`config.mk`:
```
export PLATFORM = sky130hd
export DESIGN_NAME = polar_hand_endpoint_flat
export DESIGN_NICKNAME = d
export VERILOG_FILES = /design/src/sv/phe_pkg.sv /design/src/sv/phe_req_if.sv /design/src/sv/phe_res_if.sv /design/src/sv/polar_hand_endpoint.sv /design/src/sv/phe_front.sv /design/src/sv/phe_queue.sv /design/src/sv/phe_div.sv /design/src/sv/phe_back.sv /design/src/flat_wrapper.sv
export SDC_FILE = /design/constraint.sdc
export NUM_CORES = 2
export LEC_CHECK = 0
export BUFFER_PORTS_ARGS = -buffer_cell sky130_fd_sc_hd__buf_2
export CAP_MARGIN = 20
export CORE_MARGIN = 3
export CORE_UTILIZATION = 23
export CTS_CLUSTER_DIAMETER = 60
export DETAILED_ROUTE_END_ITERATION = 16
export MAX_ROUTING_LAYER = met4
export PLACE_DENSITY = 0.38
export SETUP_SLACK_MARGIN = 0.02
export SLEW_MARGIN = 10
export SYNTH_ARGS = -nofsm -noshare
export SYNTH_HDL_FRONTEND = slang
export SYNTH_SLANG_ARGS = --single-unit
```
`constraint.sdc`:
```
create_clock -name i_clk -period 54.9 [get_ports i_clk]
set_clock_uncertainty 0.2 [all_clocks]
set_input_delay 0 -clock i_clk [delete_from_list [all_inputs] [get_ports i_clk]]
set_output_delay 0 -clock i_clk [all_outputs]
set_load 0.05 [all_outputs]
```
`src/sv/phe_pkg.sv`:
```
// ----------------------------------------------------------------------------
// phe_pkg : shared types and constants of the polar hand endpoint
// widths of the request and result fields, angle constants of the sine
// approximation, register indexes and the work item passed front to back
// ----------------------------------------------------------------------------
package phe_pkg;

    // field widths
    localparam int ANG_W      = 10;
    localparam int LEN_W      = 8;
    localparam int COORD_W    = 10;
    localparam int OUT_W      = 12;
    localparam int DEG_W      = 8;
    localparam int PROD_W     = 14;
    localparam int DIV_W      = 16;
    localparam int CFG_IDX_W  = 1;
    localparam int CFG_DATA_W = 10;

    // work queue
    localparam int QUEUE_DEPTH = 4;
    localparam int QPTR_W      = 2;
    localparam int QCNT_W      = 3;

    // angle constants
    localparam logic [ANG_W-1:0] DEG_FULL      = 10'd360;
    localparam logic [ANG_W-1:0] DEG_TWO_TURNS = 10'd720;
    localparam logic [ANG_W-1:0] DEG_QUARTER   = 10'd90;
    localparam logic [ANG_W-1:0] ANG_HALF      = 10'd180;
    localparam logic [DEG_W-1:0] DEG_HALF      = 8'd180;
    localparam logic [DIV_W-1:0] BHASKARA_K    = 16'd40500;

    // configuration
    localparam logic [COORD_W-1:0]   CENTER_RESET = 10'd120;
    localparam logic [CFG_IDX_W-1:0] CFG_CENTER_X = 1'b0;
    localparam logic [CFG_IDX_W-1:0] CFG_CENTER_Y = 1'b1;

    typedef struct packed {
        logic [COORD_W-1:0] x;
        logic [COORD_W-1:0] y;
    } t_center;

    // classified request: folded products and signs of sine and cosine
    typedef struct packed {
        logic [PROD_W-1:0] prod_s;
        logic              neg_s;
        logic [PROD_W-1:0] prod_c;
        logic              neg_c;
        logic [LEN_W-1:0]  len;
    } t_work;

endpackage

```
`src/sv/phe_req_if.sv`:
```
// ----------------------------------------------------------------------------
// phe_req_if : request channel of the polar hand endpoint
// valid/ready handshake carrying an angle and a ray length
// ----------------------------------------------------------------------------
interface phe_req_if import phe_pkg::*; ();
    logic             valid;
    logic             ready;
    logic [ANG_W-1:0] angle_deg;
    logic [LEN_W-1:0] ray_length;

    modport source (output valid, output angle_deg, output ray_length, input ready);
    modport sink   (input valid, input angle_deg, input ray_length, output ready);
endinterface

```
`src/sv/phe_res_if.sv`:
```
// ----------------------------------------------------------------------------
// phe_res_if : result channel of the polar hand endpoint
// valid/ready handshake carrying the endpoint and the sine and cosine values
// ----------------------------------------------------------------------------
interface phe_res_if import phe_pkg::*; ();
    logic                    valid;
    logic                    ready;
    logic signed [OUT_W-1:0] end_x;
    logic signed [OUT_W-1:0] end_y;
    logic signed [OUT_W-1:0] sine_value;
    logic signed [OUT_W-1:0] cosine_value;

    modport source (output valid, output end_x, output end_y, output sine_value,
                    output cosine_value, input ready);
    modport sink   (input valid, input end_x, input end_y, input sine_value,
                    input cosine_value, output ready);
endinterface

```
`src/sv/polar_hand_endpoint.sv`:
```
// ----------------------------------------------------------------------------
// polar_hand_endpoint : endpoint of a clock hand from angle and length
// bhaskara sine/cosine approximation and pixel endpoint around a set center
// ----------------------------------------------------------------------------
// Takes one request per cycle unless result back-pressure stalls it (angle in
// whole degrees, 0 up and clockwise, any 10-bit value reduced mod 360, plus a
// ray length) and returns one result per request with the endpoint
// x = cx + len*sin/2^SCALE_BITS and y = cy - len*cos/2^SCALE_BITS, all
// divisions truncating toward zero, along with the scaled sine and cosine
// themselves (12-bit, wrapping above full scale once SCALE_BITS exceeds 10).
// A request passes through two front stages, the work queue, and in the back
// one operand stage, SCALE_BITS + 1 divider stages (one quotient bit each), a
// multiply stage and the result register. Only the divider depth varies with
// SCALE_BITS. A four-entry queue sits between intake and the divider pipeline,
// so requests keep being taken while a finished result waits on the sink,
// until the queue fills. The center registers are written through the plain
// write port and must only change while idle.
// ----------------------------------------------------------------------------
module polar_hand_endpoint import phe_pkg::*; #(
    parameter int SCALE_BITS = 10
) (
    input  logic                  i_clk,
    input  logic                  i_rst_n,
    input  logic                  i_cfg_we,
    input  logic [CFG_IDX_W-1:0]  i_cfg_index,
    input  logic [CFG_DATA_W-1:0] i_cfg_data,
    phe_req_if.sink               i_req,
    phe_res_if.source             o_res
);

    // ray origin; the user must write it only while no request is in flight, the block does not enforce this
    t_center r_center;

    // front to queue
    logic  w_push;
    t_work w_work;
    logic  w_push_ready;

    // queue to back
    logic  w_q_valid;
    t_work w_q_data;
    logic  w_pop;

    // register write port, unknown indexes fall to the default arm
    always_ff @(posedge i_clk) begin
        if (!i_rst_n) begin
            r_center.x <= CENTER_RESET;
            r_center.y <= CENTER_RESET;
        end else if (i_cfg_we) begin
            case (i_cfg_index)
                CFG_CENTER_X: r_center.x <= i_cfg_data;
                CFG_CENTER_Y: r_center.y <= i_cfg_data;
                default: ;
            endcase
        end
    end

    // intake: angle reduction, folding and bhaskara products
    phe_front u_front (
        .i_clk        (i_clk),
        .i_rst_n      (i_rst_n),
        .i_req        (i_req),
        .o_push       (w_push),
        .o_work       (w_work),
        .i_push_ready (w_push_ready)
    );

    // decoupling queue
    phe_queue u_queue (
        .i_clk        (i_clk),
        .i_rst_n      (i_rst_n),
        .i_push       (w_push),
        .i_data       (w_work),
        .o_push_ready (w_push_ready),
        .o_valid      (w_q_valid),
        .o_data       (w_q_data),
        .i_pop        (w_pop)
    );

    // division, scaling and endpoint in the result register
    phe_back #(.SCALE_BITS(SCALE_BITS)) u_back (
        .i_clk    (i_clk),
        .i_rst_n  (i_rst_n),
        .i_valid  (w_q_valid),
        .i_work   (w_q_data),
        .o_pop    (w_pop),
        .i_center (r_center),
        .o_res    (o_res)
    );

endmodule

```
`src/sv/phe_front.sv`:
```
// ----------------------------------------------------------------------------
// phe_front : request intake and classification
// reduces the angle mod 360, folds sine and cosine angles into 0..180 and
// forms the bhaskara product d*(180-d) for both, two register stages
// ----------------------------------------------------------------------------
module phe_front import phe_pkg::*; (
    input  logic   i_clk,
    input  logic   i_rst_n,
    phe_req_if.sink i_req,
    output logic   o_push,
    output t_work  o_work,
    input  logic   i_push_ready
);

    // fold result: sign in the top bit, folded angle below
    function automatic logic [DEG_W:0] fold_deg(input logic [ANG_W-1:0] a);
        logic [ANG_W-1:0] t;
        t = a - ANG_HALF;
        if (a > ANG_HALF) begin
            return {1'b1, t[DEG_W-1:0]};
        end
        return {1'b0, a[DEG_W-1:0]};
    endfunction

    logic             r_f1_vld;
    logic [DEG_W-1:0] r_f1_ds;
    logic             r_f1_negs;
    logic [DEG_W-1:0] r_f1_dc;
    logic             r_f1_negc;
    logic [LEN_W-1:0] r_f1_len;
    logic             r_f2_vld;
    t_work            r_f2_work;

    logic             w_en1;
    logic             w_en2;
    logic [ANG_W-1:0] n_ang;
    logic [ANG_W-1:0] n_ang_sum;
    logic [ANG_W-1:0] n_ang_c;
    logic [DEG_W:0]   n_fold_s;
    logic [DEG_W:0]   n_fold_c;
    logic [DEG_W-1:0] n_comp_s;
    logic [DEG_W-1:0] n_comp_c;
    logic [2*DEG_W-1:0] n_prod_s;
    logic [2*DEG_W-1:0] n_prod_c;

    assign w_en2       = !r_f2_vld || i_push_ready;
    assign w_en1       = !r_f1_vld || w_en2;
    assign i_req.ready = w_en1;
    assign o_push      = r_f2_vld && i_push_ready;
    assign o_work      = r_f2_work;

    always_comb begin
        if (i_req.angle_deg >= DEG_TWO_TURNS) begin
            n_ang = i_req.angle_deg - DEG_TWO_TURNS;
        end else if (i_req.angle_deg >= DEG_FULL) begin
            n_ang = i_req.angle_deg - DEG_FULL;
        end else begin
            n_ang = i_req.angle_deg;
        end
        n_ang_sum = n_ang + DEG_QUARTER;
        n_ang_c   = (n_ang_sum >= DEG_FULL) ? (n_ang_sum - DEG_FULL) : n_ang_sum;
        n_fold_s  = fold_deg(n_ang);
        n_fold_c  = fold_deg(n_ang_c);
    end

    always_comb begin
        n_comp_s = DEG_HALF - r_f1_ds;
        n_comp_c = DEG_HALF - r_f1_dc;
        n_prod_s = r_f1_ds * n_comp_s;
        n_prod_c = r_f1_dc * n_comp_c;
    end

    always_ff @(posedge i_clk) begin
        if (!i_rst_n) begin
            r_f1_vld <= 1'b0;
            r_f2_vld <= 1'b0;
        end else begin
            if (w_en1) begin
                r_f1_vld <= i_req.valid;
            end
            if (w_en2) begin
                r_f2_vld <= r_f1_vld;
            end
        end
    end

    always_ff @(posedge i_clk) begin
        if (w_en1) begin
            r_f1_ds   <= n_fold_s[DEG_W-1:0];
            r_f1_negs <= n_fold_s[DEG_W];
            r_f1_dc   <= n_fold_c[DEG_W-1:0];
            r_f1_negc <= n_fold_c[DEG_W];
            r_f1_len  <= i_req.ray_length;
        end
        if (w_en2) begin
            r_f2_work.prod_s <= n_prod_s[PROD_W-1:0];
            r_f2_work.neg_s  <= r_f1_negs;
            r_f2_work.prod_c <= n_prod_c[PROD_W-1:0];
            r_f2_work.neg_c  <= r_f1_negc;
            r_f2_work.len    <= r_f1_len;
        end
    end

endmodule

```
`src/sv/phe_queue.sv`:
```
// ----------------------------------------------------------------------------
// phe_queue : work queue between front and back
// small register fifo so intake and the divider pipeline stall on their own
// ----------------------------------------------------------------------------
module phe_queue import phe_pkg::*; (
    input  logic  i_clk,
    input  logic  i_rst_n,
    input  logic  i_push,
    input  t_work i_data,
    output logic  o_push_ready,
    output logic  o_valid,
    output t_work o_data,
    input  logic  i_pop
);

    t_work             r_mem [QUEUE_DEPTH];
    logic [QPTR_W-1:0] r_wr;
    logic [QPTR_W-1:0] r_rd;
    logic [QCNT_W-1:0] r_cnt;
    logic              w_push;
    logic              w_pop;

    assign o_push_ready = (r_cnt != QCNT_W'(QUEUE_DEPTH));
    assign o_valid      = (r_cnt != '0);
    assign o_data       = r_mem[r_rd];
    assign w_push       = i_push && o_push_ready;
    assign w_pop        = i_pop && o_valid;

    always_ff @(posedge i_clk) begin
        if (!i_rst_n) begin
            r_wr  <= '0;
            r_rd  <= '0;
            r_cnt <= '0;
        end else begin
            if (w_push) begin
                r_wr <= r_wr + 1'b1;
            end
            if (w_pop) begin
                r_rd <= r_rd + 1'b1;
            end
            if (w_push && !w_pop) begin
                r_cnt <= r_cnt + 1'b1;
            end else if (w_pop && !w_push) begin
                r_cnt <= r_cnt - 1'b1;
            end
        end
    end

    always_ff @(posedge i_clk) begin
        if (w_push) begin
            r_mem[r_wr] <= i_data;
        end
    end

`ifndef SYNTHESIS
    a_cnt_bound: assert property (@(posedge i_clk) disable iff (!i_rst_n)
        r_cnt <= QCNT_W'(QUEUE_DEPTH))
        else $error("queue fill count beyond depth");

    a_fill: assert property (@(posedge i_clk) disable iff (!i_rst_n)
        (w_push && !w_pop) |=> (r_cnt == QCNT_W'($past(r_cnt) + 1'b1)))
        else $error("queue count missed a push");

    a_drain: assert property (@(posedge i_clk) disable iff (!i_rst_n)
        (w_pop && !w_push) |=> (r_cnt == QCNT_W'($past(r_cnt) - 1'b1)))
        else $error("queue count missed a pop");
`endif

endmodule

```
`src/sv/phe_div.sv`:
```
// ----------------------------------------------------------------------------
// phe_div : pipelined restoring divider
// one quotient bit per stage of num*2^(QW-1)/den, valid for num <= den
// ----------------------------------------------------------------------------
module phe_div import phe_pkg::*; #(
    parameter int QW = 11
) (
    input  logic             i_clk,
    input  logic             i_en,
    input  logic [DIV_W-1:0] i_num,
    input  logic [DIV_W-1:0] i_den,
    output logic [QW-1:0]    o_quo
);

    logic [DIV_W-1:0] r_rem [QW];
    logic [DIV_W-1:0] r_den [QW];
    logic [QW-1:0]    r_quo [QW];
    logic [DIV_W-1:0] n_rem [QW];
    logic [DIV_W-1:0] n_den [QW];
    logic [QW-1:0]    n_quo [QW];

    always_comb begin
        logic [DIV_W:0] t;
        // leading bit: num never exceeds den, so it is num >= den
        n_den[0] = i_den;
        if (i_num >= i_den) begin
            n_rem[0] = i_num - i_den;
            n_quo[0] = QW'(1);
        end else begin
            n_rem[0] = i_num;
            n_quo[0] = '0;
        end
        for (int k = 1; k < QW; k++) begin
            t        = {r_rem[k-1], 1'b0};
            n_den[k] = r_den[k-1];
            if (t >= {1'b0, r_den[k-1]}) begin
                n_rem[k] = DIV_W'(t - {1'b0, r_den[k-1]});
                n_quo[k] = {r_quo[k-1][QW-2:0], 1'b1};
            end else begin
                n_rem[k] = t[DIV_W-1:0];
                n_quo[k] = {r_quo[k-1][QW-2:0], 1'b0};
            end
        end
    end

    always_ff @(posedge i_clk) begin
        if (i_en) begin
            for (int k = 0; k < QW; k++) begin
                r_rem[k] <= n_rem[k];
                r_den[k] <= n_den[k];
                r_quo[k] <= n_quo[k];
            end
        end
    end

    assign o_quo = r_quo[QW-1];

endmodule

```
`src/sv/phe_back.sv`:
```
// ----------------------------------------------------------------------------
// phe_back : sine, cosine and endpoint evaluation
// forms numerator and denominator, divides in two lockstep pipelines,
// scales by the ray length and adds the center into the result register
// ----------------------------------------------------------------------------
module phe_back import phe_pkg::*; #(
    parameter int SCALE_BITS = 10
) (
    input  logic      i_clk,
    input  logic      i_rst_n,
    input  logic      i_valid,
    input  t_work     i_work,
    output logic      o_pop,
    input  t_center   i_center,
    phe_res_if.source o_res
);

    localparam int QW = SCALE_BITS + 1;
    localparam int PW = LEN_W + QW;
    localparam logic [QW-1:0] ONE_SCALED = QW'(1) << SCALE_BITS;

    logic                    w_adv;
    logic [QW:0]             r_vld;
    logic [LEN_W-1:0]        r_len  [QW+1];
    logic                    r_negs [QW+1];
    logic                    r_negc [QW+1];
    logic [DIV_W-1:0]        r_num_s;
    logic [DIV_W-1:0]        r_den_s;
    logic [DIV_W-1:0]        r_num_c;
    logic [DIV_W-1:0]        r_den_c;
    logic [QW-1:0]           w_quo_s;
    logic [QW-1:0]           w_quo_c;
    logic                    r_mul_vld;
    logic [QW-1:0]           r_mag_s;
    logic [QW-1:0]           r_mag_c;
    logic [PW-1:0]           r_prod_s;
    logic [PW-1:0]           r_prod_c;
    logic                    r_mneg_s;
    logic                    r_mneg_c;
    logic                    r_out_vld;
    logic signed [OUT_W-1:0] r_end_x;
    logic signed [OUT_W-1:0] r_end_y;
    logic signed [OUT_W-1:0] r_sine;
    logic signed [OUT_W-1:0] r_cosine;
    logic [OUT_W-1:0]        n_off_s;
    logic [OUT_W-1:0]        n_off_c;
    logic [DIV_W-1:0]        n_sig_s;
    logic [DIV_W-1:0]        n_sig_c;
    logic [OUT_W-1:0]        n_end_x;
    logic [OUT_W-1:0]        n_end_y;

    // whole pipeline moves together unless the result register is held
    assign w_adv = !r_out_vld || o_res.ready;
    assign o_pop = w_adv && i_valid;

    phe_div #(.QW(QW)) u_div_s (
        .i_clk (i_clk),
        .i_en  (w_adv),
        .i_num (r_num_s),
        .i_den (r_den_s),
        .o_quo (w_quo_s)
    );

    phe_div #(.QW(QW)) u_div_c (
        .i_clk (i_clk),
        .i_en  (w_adv),
        .i_num (r_num_c),
        .i_den (r_den_c),
        .o_quo (w_quo_c)
    );

    always_comb begin
        n_off_s = OUT_W'(r_prod_s[SCALE_BITS +: LEN_W]);
        n_off_c = OUT_W'(r_prod_c[SCALE_BITS +: LEN_W]);
        n_end_x = OUT_W'(i_center.x) + (r_mneg_s ? (~n_off_s + 1'b1) : n_off_s);
        n_end_y = OUT_W'(i_center.y) - (r_mneg_c ? (~n_off_c + 1'b1) : n_off_c);
        n_sig_s = r_mneg_s ? (~DIV_W'(r_mag_s) + 1'b1) : DIV_W'(r_mag_s);
        n_sig_c = r_mneg_c ? (~DIV_W'(r_mag_c) + 1'b1) : DIV_W'(r_mag_c);
    end

    always_ff @(posedge i_clk) begin
        if (!i_rst_n) begin
            r_vld     <= '0;
            r_mul_vld <= 1'b0;
            r_out_vld <= 1'b0;
        end else if (w_adv) begin
            r_vld     <= {r_vld[QW-1:0], i_valid};
            r_mul_vld <= r_vld[QW];
            r_out_vld <= r_mul_vld;
        end
    end

    always_ff @(posedge i_clk) begin
        if (w_adv) begin
            // numerator 4*p, denominator 40500-p
            r_num_s   <= {i_work.prod_s, 2'b00};
            r_den_s   <= BHASKARA_K - DIV_W'(i_work.prod_s);
            r_num_c   <= {i_work.prod_c, 2'b00};
            r_den_c   <= BHASKARA_K - DIV_W'(i_work.prod_c);
            r_len[0]  <= i_work.len;
            r_negs[0] <= i_work.neg_s;
            r_negc[0] <= i_work.neg_c;
            for (int k = 1; k <= QW; k++) begin
                r_len[k]  <= r_len[k-1];
                r_negs[k] <= r_negs[k-1];
                r_negc[k] <= r_negc[k-1];
            end
            r_mag_s  <= w_quo_s;
            r_mag_c  <= w_quo_c;
            r_prod_s <= r_len[QW] * w_quo_s;
            r_prod_c <= r_len[QW] * w_quo_c;
            r_mneg_s <= r_negs[QW];
            r_mneg_c <= r_negc[QW];
            r_end_x  <= n_end_x;
            r_end_y  <= n_end_y;
            r_sine   <= n_sig_s[OUT_W-1:0];
            r_cosine <= n_sig_c[OUT_W-1:0];
        end
    end

    assign o_res.valid        = r_out_vld;
    assign o_res.end_x        = r_end_x;
    assign o_res.end_y        = r_end_y;
    assign o_res.sine_value   = r_sine;
    assign o_res.cosine_value = r_cosine;

`ifndef SYNTHESIS
    a_quo_bound: assert property (@(posedge i_clk) disable iff (!i_rst_n)
        r_vld[QW] |-> ((w_quo_s <= ONE_SCALED) && (w_quo_c <= ONE_SCALED)))
        else $error("divider quotient above full scale");

    a_pop_enters: assert property (@(posedge i_clk) disable iff (!i_rst_n)
        o_pop |=> r_vld[0])
        else $error("popped work did not enter the pipeline");
`endif

endmodule

```
`src/flat_wrapper.sv`:
```
// flat-port wrapper written by rule: the top's interface ports become plain ports
module polar_hand_endpoint_flat import phe_pkg::*;
#(
    parameter int SCALE_BITS = 10
)
  (i_clk, i_rst_n, i_cfg_we, i_cfg_index, i_cfg_data, i_req_valid, i_req_angle_deg, i_req_ray_length, i_req_ready, o_res_valid, o_res_end_x, o_res_end_y, o_res_sine_value, o_res_cosine_value, o_res_ready);
  phe_req_if i_req_i ();
  phe_res_if o_res_i ();
  input  logic i_clk;
  input  logic i_rst_n;
  input  logic i_cfg_we;
  input  logic [CFG_IDX_W-1:0] i_cfg_index;
  input  logic [CFG_DATA_W-1:0] i_cfg_data;
  input wire logic [$bits(i_req_i.valid)-1:0] i_req_valid;
  input wire logic [$bits(i_req_i.angle_deg)-1:0] i_req_angle_deg;
  input wire logic [$bits(i_req_i.ray_length)-1:0] i_req_ray_length;
  output wire logic [$bits(i_req_i.ready)-1:0] i_req_ready;
  output wire logic [$bits(o_res_i.valid)-1:0] o_res_valid;
  output wire logic [$bits(o_res_i.end_x)-1:0] o_res_end_x;
  output wire logic [$bits(o_res_i.end_y)-1:0] o_res_end_y;
  output wire logic [$bits(o_res_i.sine_value)-1:0] o_res_sine_value;
  output wire logic [$bits(o_res_i.cosine_value)-1:0] o_res_cosine_value;
  input wire logic [$bits(o_res_i.ready)-1:0] o_res_ready;
  assign i_req_i.valid = i_req_valid;
  assign i_req_i.angle_deg = i_req_angle_deg;
  assign i_req_i.ray_length = i_req_ray_length;
  assign i_req_ready = i_req_i.ready;
  assign o_res_valid = o_res_i.valid;
  assign o_res_end_x = o_res_i.end_x;
  assign o_res_end_y = o_res_i.end_y;
  assign o_res_sine_value = o_res_i.sine_value;
  assign o_res_cosine_value = o_res_i.cosine_value;
  assign o_res_i.ready = o_res_ready;
  polar_hand_endpoint #(.SCALE_BITS(SCALE_BITS)) u_core (.i_clk(i_clk), .i_rst_n(i_rst_n), .i_cfg_we(i_cfg_we), .i_cfg_index(i_cfg_index), .i_cfg_data(i_cfg_data), .i_req(i_req_i), .o_res(o_res_i));
endmodule
```
## Word level (Yosys, flattened, before mapping)

Memories as Yosys holds them, arrays and structs flattened. A register that Yosys moved wholly into a read port is not among the register bits.
Index checks and enable logic that the tools add are counted.

- Register bits after elaboration: 273
- RAM bits: 1,218
- Output and inout port bits: 50
- Word-level logic and storage cells: 206
- Memories: 10

- Add/subtract/negate cells: 42
- Multiply operators: 4
- Order comparisons: 27
- Eq/ne operators: 1
- Muxes and demuxes: 65
- Bitwise logic cells: 5
- Reduce and logical (&&, ||, !) cells: 18

Memory list:

| name | depth | bits a word | rd ports | clocked after Yosys merged registers in | write ports | line | text |
|---|---|---|---|---|---|---|---|
| u_core.u_back.u_div_c.r_den | 11 | 16 | 10 | 0 | 11 | phe_div.sv:16 | `logic [DIV_W-1:0] r_den [QW];` |
| u_core.u_back.u_div_c.r_rem | 11 | 16 | 10 | 0 | 11 | phe_div.sv:15 | `logic [DIV_W-1:0] r_rem [QW];` |
| u_core.u_back.u_div_s.r_den | 11 | 16 | 10 | 0 | 11 | phe_div.sv:16 |  |
| u_core.u_back.u_div_s.r_rem | 11 | 16 | 10 | 0 | 11 | phe_div.sv:15 |  |
| u_core.u_queue.r_mem | 4 | 38 | 1 | 1 | 1 | phe_queue.sv:16 | `t_work r_mem [QUEUE_DEPTH];` |
| u_core.u_back.u_div_c.r_quo | 11 | 11 | 11 | 0 | 11 | phe_div.sv:17 | `logic [QW-1:0] r_quo [QW];` |
| +4 memories | n/a | n/a | n/a | n/a | n/a | n/a |  |

Operator list:

| operator | number |
|---|---|
| 2-to-1 mux 16 bit | 22 |
| subtractor 16 bit | 22 |
| greater-or-equal comparator 17 x 16 -> 1 bit | 20 |
| adder 12 x 1 -> 12 bit, second input constant | 4 |
| multiplier 8 x 11 -> 18 bit | 2 |
| greater-or-equal comparator 16 bit | 2 |
| subtractor 16 x 14 -> 16 bit, first input constant | 2 |
| 2-to-1 mux 10 bit | 3 |
| multiplier 8 x 8 -> 14 bit | 2 |
| 2-to-1 mux 1 bit | 28 |
| 2-to-1 mux 12 bit | 2 |
| NOT 11 -> 12 bit | 2 |
| NOT 8 -> 12 bit | 2 |
| 2-to-1 mux 11 bit | 2 |
| greater-or-equal comparator 10 x 9 -> 1 bit, second input constant | 2 |
| greater-than comparator 10 x 8 -> 1 bit, second input constant | 2 |
| subtractor 10 x 9 -> 10 bit, second input constant | 2 |
| 2-to-1 mux 9 bit | 2 |
| 2-to-1 mux 8 bit | 2 |
| subtractor 8 bit, first input constant | 2 |
| subtractor 8 bit, second input constant | 2 |
| adder 10 x 12 -> 12 bit | 1 |
| subtractor 10 x 12 -> 12 bit | 1 |
| adder 10 x 7 -> 10 bit, second input constant | 1 |
| other kinds (15) | 30 |

## Logic depth before layout (Yosys ltp)

- Depth in word-level cells: 9
- Gate-level depth with buffers: 27

## By module

From an unflattened synthesis, not the netlist that was laid out.

- Cell total of the unflattened synthesis: 5,984
- Area, all modules: 73,696.9 sq um

By module, submodules not included:

| module | instances | cells each | area each (sq um) | sequential area each (sq um) |
|---|---|---|---|---|
| phe_div at u_core.u_back.u_div_c | 1 | 1,898 | 22,126.2 | 11,591.1 |
| phe_div at u_core.u_back.u_div_s | 1 | 1,852 | 21,982.3 | 11,591.1 |
| phe_back | 1 | 1,194 | 15,590.0 | 8,267.9 |
| phe_front | 1 | 710 | 7,200.7 | 1,901.8 |
| phe_queue | 1 | 246 | 5,977.0 | 4,744.6 |
| polar_hand_endpoint | 1 | 84 | 820.8 | 400.4 |

## Worst setup path after synthesis

OpenSTA, ideal clock, no wires.

- Path type: register -> register
- Start point: register u_core.u_back.r_out_vld (netlist: u_core.u_back.o_res.valid)
- End point: register u_core.u_back.r_cosine[0] (netlist: u_core.u_back.o_res.cosine_value[0]) (enable)
- Library setup time: 1,792 ps
- Arrival: 28,626 ps
- Required time: 52,908 ps
- Setup slack: 24,281 ps
- Stages on the path, launching flop included: 4
- Path buffers: 1
- Cell sequence: dfxtp_1 > nor2b_1 > inv_1 > clkbuf_1

- Word-level cells in the longest chain between the ends: 2

RTL lines:

| what | line | text |
|---|---|---|
| start, declared | phe_back.sv:40 | `logic r_out_vld;` |
| start signal, assigned | phe_back.sv:89 | `r_out_vld <= r_mul_vld;` |
| logical NOT 1 bit | phe_back.sv:53 | `assign w_adv = !r_out_vld \|\| o_res.ready;` |
| logical OR 1 bit | phe_back.sv:53 |  |
| end signal, assigned | phe_back.sv:117 | `r_cosine <= n_sig_c[OUT_W-1:0];` |
| end, declared | phe_back.sv:44 | `logic signed [OUT_W-1:0] r_cosine;` |

Every way passes these cells.
A chain may end at the register's enable or synchronous reset.

## Worst setup path in the final report

- Start point: register u_core.u_front.r_f1_ds[0]
- End point: register u_core.u_front.r_f2_work, in the netlist u_core.u_front.o_work[37] (data pin)

- Word-level cells in the longest chain between the ends: 2

RTL lines:

| what | line | text |
|---|---|---|
| start, declared | phe_front.sv:26 | `logic [DEG_W-1:0] r_f1_ds;` |
| start signal, assigned | phe_front.sv:89 | `r_f1_ds <= n_fold_s[DEG_W-1:0];` |
| subtractor 8 bit | phe_front.sv:67 | `n_comp_s = DEG_HALF - r_f1_ds;` |
| multiplier 8 x 8 -> 14 bit (*) | phe_front.sv:69 | `n_prod_s = r_f1_ds * n_comp_s;` |
| named net u_core.u_front.n_prod_s[13] | phe_front.sv:43 | `logic [2*DEG_W-1:0] n_prod_s;` |
| end, declared | phe_front.sv:32 | `t_work r_f2_work;` |

Mark *: on every way through the listed nets, which the timed path passes. The rest lies on a longest branch.

==> flow_results.xml <==
<?xml version="1.0" encoding="UTF-8"?>
<metrics>
  <group name="outcome">
    <metric name="outcome" unit="">complete, no violations</metric>
  </group>
  <group name="routing">
    <metric name="routed-via-count" unit="">42700</metric>
    <metric name="avgRoutedWirePerCell" unit="um">14.8</metric>
    <metric name="drc" unit="">0</metric>
    <metric name="dr.pass1.iters" unit="">7</metric>
    <metric name="drt.antenna.violating_nets" unit="">0</metric>
    <metric name="detail_route.iter0.violations" unit="">1917</metric>
    <metric name="routed_wl" unit="um">153000</metric>
    <metric name="post_drt_via_cell_ratio" unit="">4.12</metric>
  </group>
  <group name="clock_tree">
    <metric name="cts_root_buf" unit="">clkbuf_16</metric>
    <metric name="post_cts_resized" unit="">0</metric>
    <metric name="cts_num_sinks" unit="">1282</metric>
    <metric name="cts.path.max_buffers" unit="">4</metric>
    <metric name="clk_pin_slew" unit="ps">60</metric>
    <metric name="clk-insertion-delay-late" unit="ps">820</metric>
    <metric name="tritoncts" unit="">done</metric>
    <metric name="cts_inserted_buffers" unit="">173</metric>
    <metric name="cts_max_level" unit="">4</metric>
  </group>
  <group name="yosys">
    <metric name="warnings_synthesis" unit="">0</metric>
    <metric name="mappedNetlistNets" unit="">6618</metric>
    <metric name="post_synth_inst_count" unit="">5861</metric>
    <metric name="netlist_area" unit="mm2">0.0712</metric>
    <metric name="synthArstFlopShare" unit="%">0</metric>
    <metric name="synth_cell_types" unit="">87</metric>
    <metric name="synth.ff_latch_count" unit="">1282</metric>
    <metric name="post_synth.cell_area_avg" unit="um2">12.1</metric>
    <metric name="seq_area_frac_synth" unit="%">53.4</metric>
    <metric name="ys_dominant_reg_cell" unit="">edfxtp_1</metric>
    <metric name="synth-edff-count" unit="">1237</metric>
  </group>
  <group name="sta">
    <metric name="finalHoldViolCount" unit="">0</metric>
    <metric name="clock.fmax" unit="MHz">149</metric>
    <metric name="timing.slew.headroom" unit="%">34.0</metric>
    <metric name="finalSetupViolations" unit="">0</metric>
    <metric name="setup_tns" unit="ps">0</metric>
    <metric name="worst-slew-pin-transition" unit="ps">991</metric>
    <metric name="final_worst_path_cycle_share" unit="%">12.2</metric>
    <metric name="worst_hold_slack" unit="ps">105</metric>
    <metric name="setup_repair_after_global_routing_missed_its_margin" unit="">false</metric>
    <metric name="period_minus_slack" unit="ps">6720</metric>
    <metric name="drv_slew" unit="">0</metric>
  </group>
  <group name="global_routing">
    <metric name="via_count_of_the_first_global_routing_pass" unit="">45100</metric>
    <metric name="grt_overflow" unit="">0</metric>
    <metric name="grt_pass1_wl" unit="um">249000</metric>
    <metric name="groute.usage.overall" unit="%">9.92</metric>
    <metric name="antenna_found_initial" unit="">1</metric>
    <metric name="pin_count_of_the_biggest_net_entering_global_routing" unit="">159</metric>
  </group>
  <group name="critical_path">
    <metric name="cp-startpoint" unit="">u_core.u_front.r_f1_ds[0]</metric>
    <metric name="crit-reg2reg-launch" unit="">u_core.u_front.r_f1_ds[0]</metric>
    <metric name="cp_common_cell" unit="">inv_1</metric>
    <metric name="criticalPathCategory" unit="">register to register</metric>
    <metric name="crit_path_max_incr_delay" unit="ps">840</metric>
    <metric name="crit_path_cell_trace" unit="">inv_1 &gt; ha_1 &gt; inv_1 &gt; a21o_1 &gt; nand3_1 &gt; ha_1 &gt; nand2b_1 &gt; fa_1 &gt; fa_1 &gt; inv_1 &gt; fa_1 &gt; inv_1 &gt; fa_1 &gt; inv_1 &gt; ha_1 &gt; a21boi_0 &gt; o21ai_0 &gt; nand2b_1 &gt; a21oi_1 &gt; nor2_1 &gt; o21ai_0 &gt; nand2b_1 &gt; a21oi_1 &gt; xnor2_1</metric>
    <metric name="setup.worst_path.end_class" unit="">register</metric>
    <metric name="worstPathArrival" unit="ps">7040</metric>
    <metric name="start_kind" unit="">register</metric>
    <metric name="critPathRequiredTime" unit="ps">55220</metric>
    <metric name="critPathBufInv" unit="">5</metric>
    <metric name="critical-path-slowest-cell" unit="">edfxtp_1</metric>
    <metric name="critPathTopFamily" unit="">adder cells</metric>
    <metric name="timing.critical_path.fanout_max" unit="">23</metric>
  </group>
  <group name="final_layout">
    <metric name="nets" unit="">6895</metric>
    <metric name="post_route_cells_drive_above_1_share" unit="%">10.2</metric>
    <metric name="commonest_non_fill_non_tap_cell_in_the_layout" unit="">edfxtp_1</metric>
    <metric name="mostFrequentLayoutCells" unit="">edfxtp_1, inv_1, ha_1</metric>
    <metric name="syn_to_final_growth" unit="%">16.4</metric>
  </group>
  <group name="hold_path">
    <metric name="worstHoldPathType" unit="">input pin to register</metric>
    <metric name="timing.hold.worst.start" unit="">i_rst_n</metric>
  </group>
  <group name="die">
    <metric name="chipHeight" unit="um">562</metric>
    <metric name="rows" unit="">203</metric>
    <metric name="die_w" unit="um">562</metric>
    <metric name="fp.coreArea" unit="mm2">0.307</metric>
    <metric name="io-pin-count" unit="">84</metric>
    <metric name="starting_utilization_of_the_core_area" unit="%">23.2</metric>
    <metric name="dieArea" unit="mm2">0.316</metric>
  </group>
  <group name="run">
    <metric name="cap_violations" unit="">0</metric>
  </group>
  <group name="placement">
    <metric name="place.port_buffers" unit="">83</metric>
    <metric name="gpl.final_weighted_congestion" unit="">0.812</metric>
    <metric name="post_dp_hpwl" unit="um">112000</metric>
  </group>
</metrics>
-- worst min-delay path, stage by stage --
cell and delay, ps:
dlygate4sd3_1 530, buf_2 360, nand3_1 160
-- final cells by class --
class	count	area, um2
repair buffers	191	1450
fillers	31800	224000
multi-input cells	3722	29900
clock buffers	215	4600
diodes	1	2.50
clock inverters	86	830
inverters	768	2890
flip-flops and latches	1282	38000
well taps	4100	5130
-- metal layers --
| layer | share of wire [%] | GRT usage [%] | vias up | routed length (um) |
|---|---|---|---|---|
| li1 | - | - | 21500 | - |
| met1 | 47 | 12.6 | 20500 | 71400 |
| met2 | 48 | 16.3 | 464 | 72800 |
| met3 | 2.9 | 1.53 | 261 | 4500 |
| met4 | 2.7 | 2.88 | 0 | 4180 |
| met5 | 0 | - | - | 0 |
-- cells in the mapped netlist (all sizes together) (15+ instances only) --
master | number | area, um2
a2111o | 15 | 169
a211oi | 40 | 318
a21boi | 103 | 773
a21o | 46 | 345
a21oi | 156 | 785
a31oi | 32 | 200
and2 | 130 | 813
and3 | 38 | 238
clkbuf | 77 | 289
dfxtp | 45 | 901
edfxtp | 1237 | 37100
fa | 194 | 3880
ha | 529 | 6620
inv | 767 | 2880
mux2 | 190 | 2140
mux2i | 23 | 230
mux4 | 37 | 833
nand2 | 400 | 1500
nand2b | 80 | 500
nand3 | 73 | 365
nand4 | 63 | 394
nor2 | 385 | 1450
nor2b | 114 | 713
nor3 | 155 | 776
o2111ai | 16 | 140
o21a | 64 | 480
o21ai | 232 | 1160
o21bai | 16 | 120
o311ai | 16 | 140
o31ai | 26 | 195
o41ai | 22 | 193
or2 | 23 | 144
or3 | 49 | 307
xnor2 | 223 | 1960
xor2 | 72 | 638
-- final timing paths --
path	end	slack, ps	cells after the start
max	u_core.u_front.o_work[37]	48180	24
min	u_core.r_center[5]	100	3
max reg2reg	u_core.u_front.o_work[37]	48180	24
min reg2reg	u_core.u_back.r_len[0][26]	180	0
-- state kept, by name (all words and copies together) (netlist names), 13 cells and up, named ones only --
name                         count
u_core.u_back.u_div_s.r_den    153
u_core.u_back.u_div_c.r_den    157
u_core.u_back.u_div_s.r_rem    160
u_core.u_back.r_den_s           16
u_core.u_queue.r_mem           148
u_core.u_back.r_len             96
u_core.u_back.u_div_s.r_quo     66
u_core.u_back.r_den_c           15
u_core.u_back.u_div_c.r_rem    160
u_core.u_front.o_work           37
u_core.u_back.u_div_c.r_quo     66
u_core.r_center                 20
u_core.u_back.r_num_s           13
u_core.u_back.r_num_c           13
-- stage by stage --
| step | worst slack, ps | instances | cell area, um2 | utilization [%] |
|---|---|---|---|---|
| floorplan | 24280 | 5861 | 71200 | - |
| global placement | 48190 | 9991 | 76700 | 25.0 |
| detailed placement | 48180 | 9991 | 76700 | 25.0 |
| CTS | 48150 | 10400 | 82800 | 27.0 |
| global route | 47620 | 10400 | 82900 | 27.0 |
| finish | 48180 | 10400 | 82900 | 27.0 |
-- repair_timing --
| item | CTS | global route |
|---|---|---|
| endpoints found under the hold margin | 128 | 0 |
| setup buffers | 0 | 0 |
| hold buffers | 71 | 0 |
| endpoints found under the setup margin | 0 | 0 |
-- logic make-up (layout without fill, tap and decap cells) --
group                      Yosys count  in the layout  share of synthesized area [%]
and+or+nand+nor                   1552           1552                           10.6
DFF                               1282           1282                           53.4
AOI/OAI and AO/OA                  902            902                           8.50
buffers and inverters              857           1260                           4.55
adders and majority gates          723            723                           14.8
xor gates and xnor gates           295            295                           3.65
muxes                              250            250                           4.50
other                                0              1                              0
Power is not shown: default switching activity piles up to over one toggle a cycle in this logic, so the estimate is an artifact.
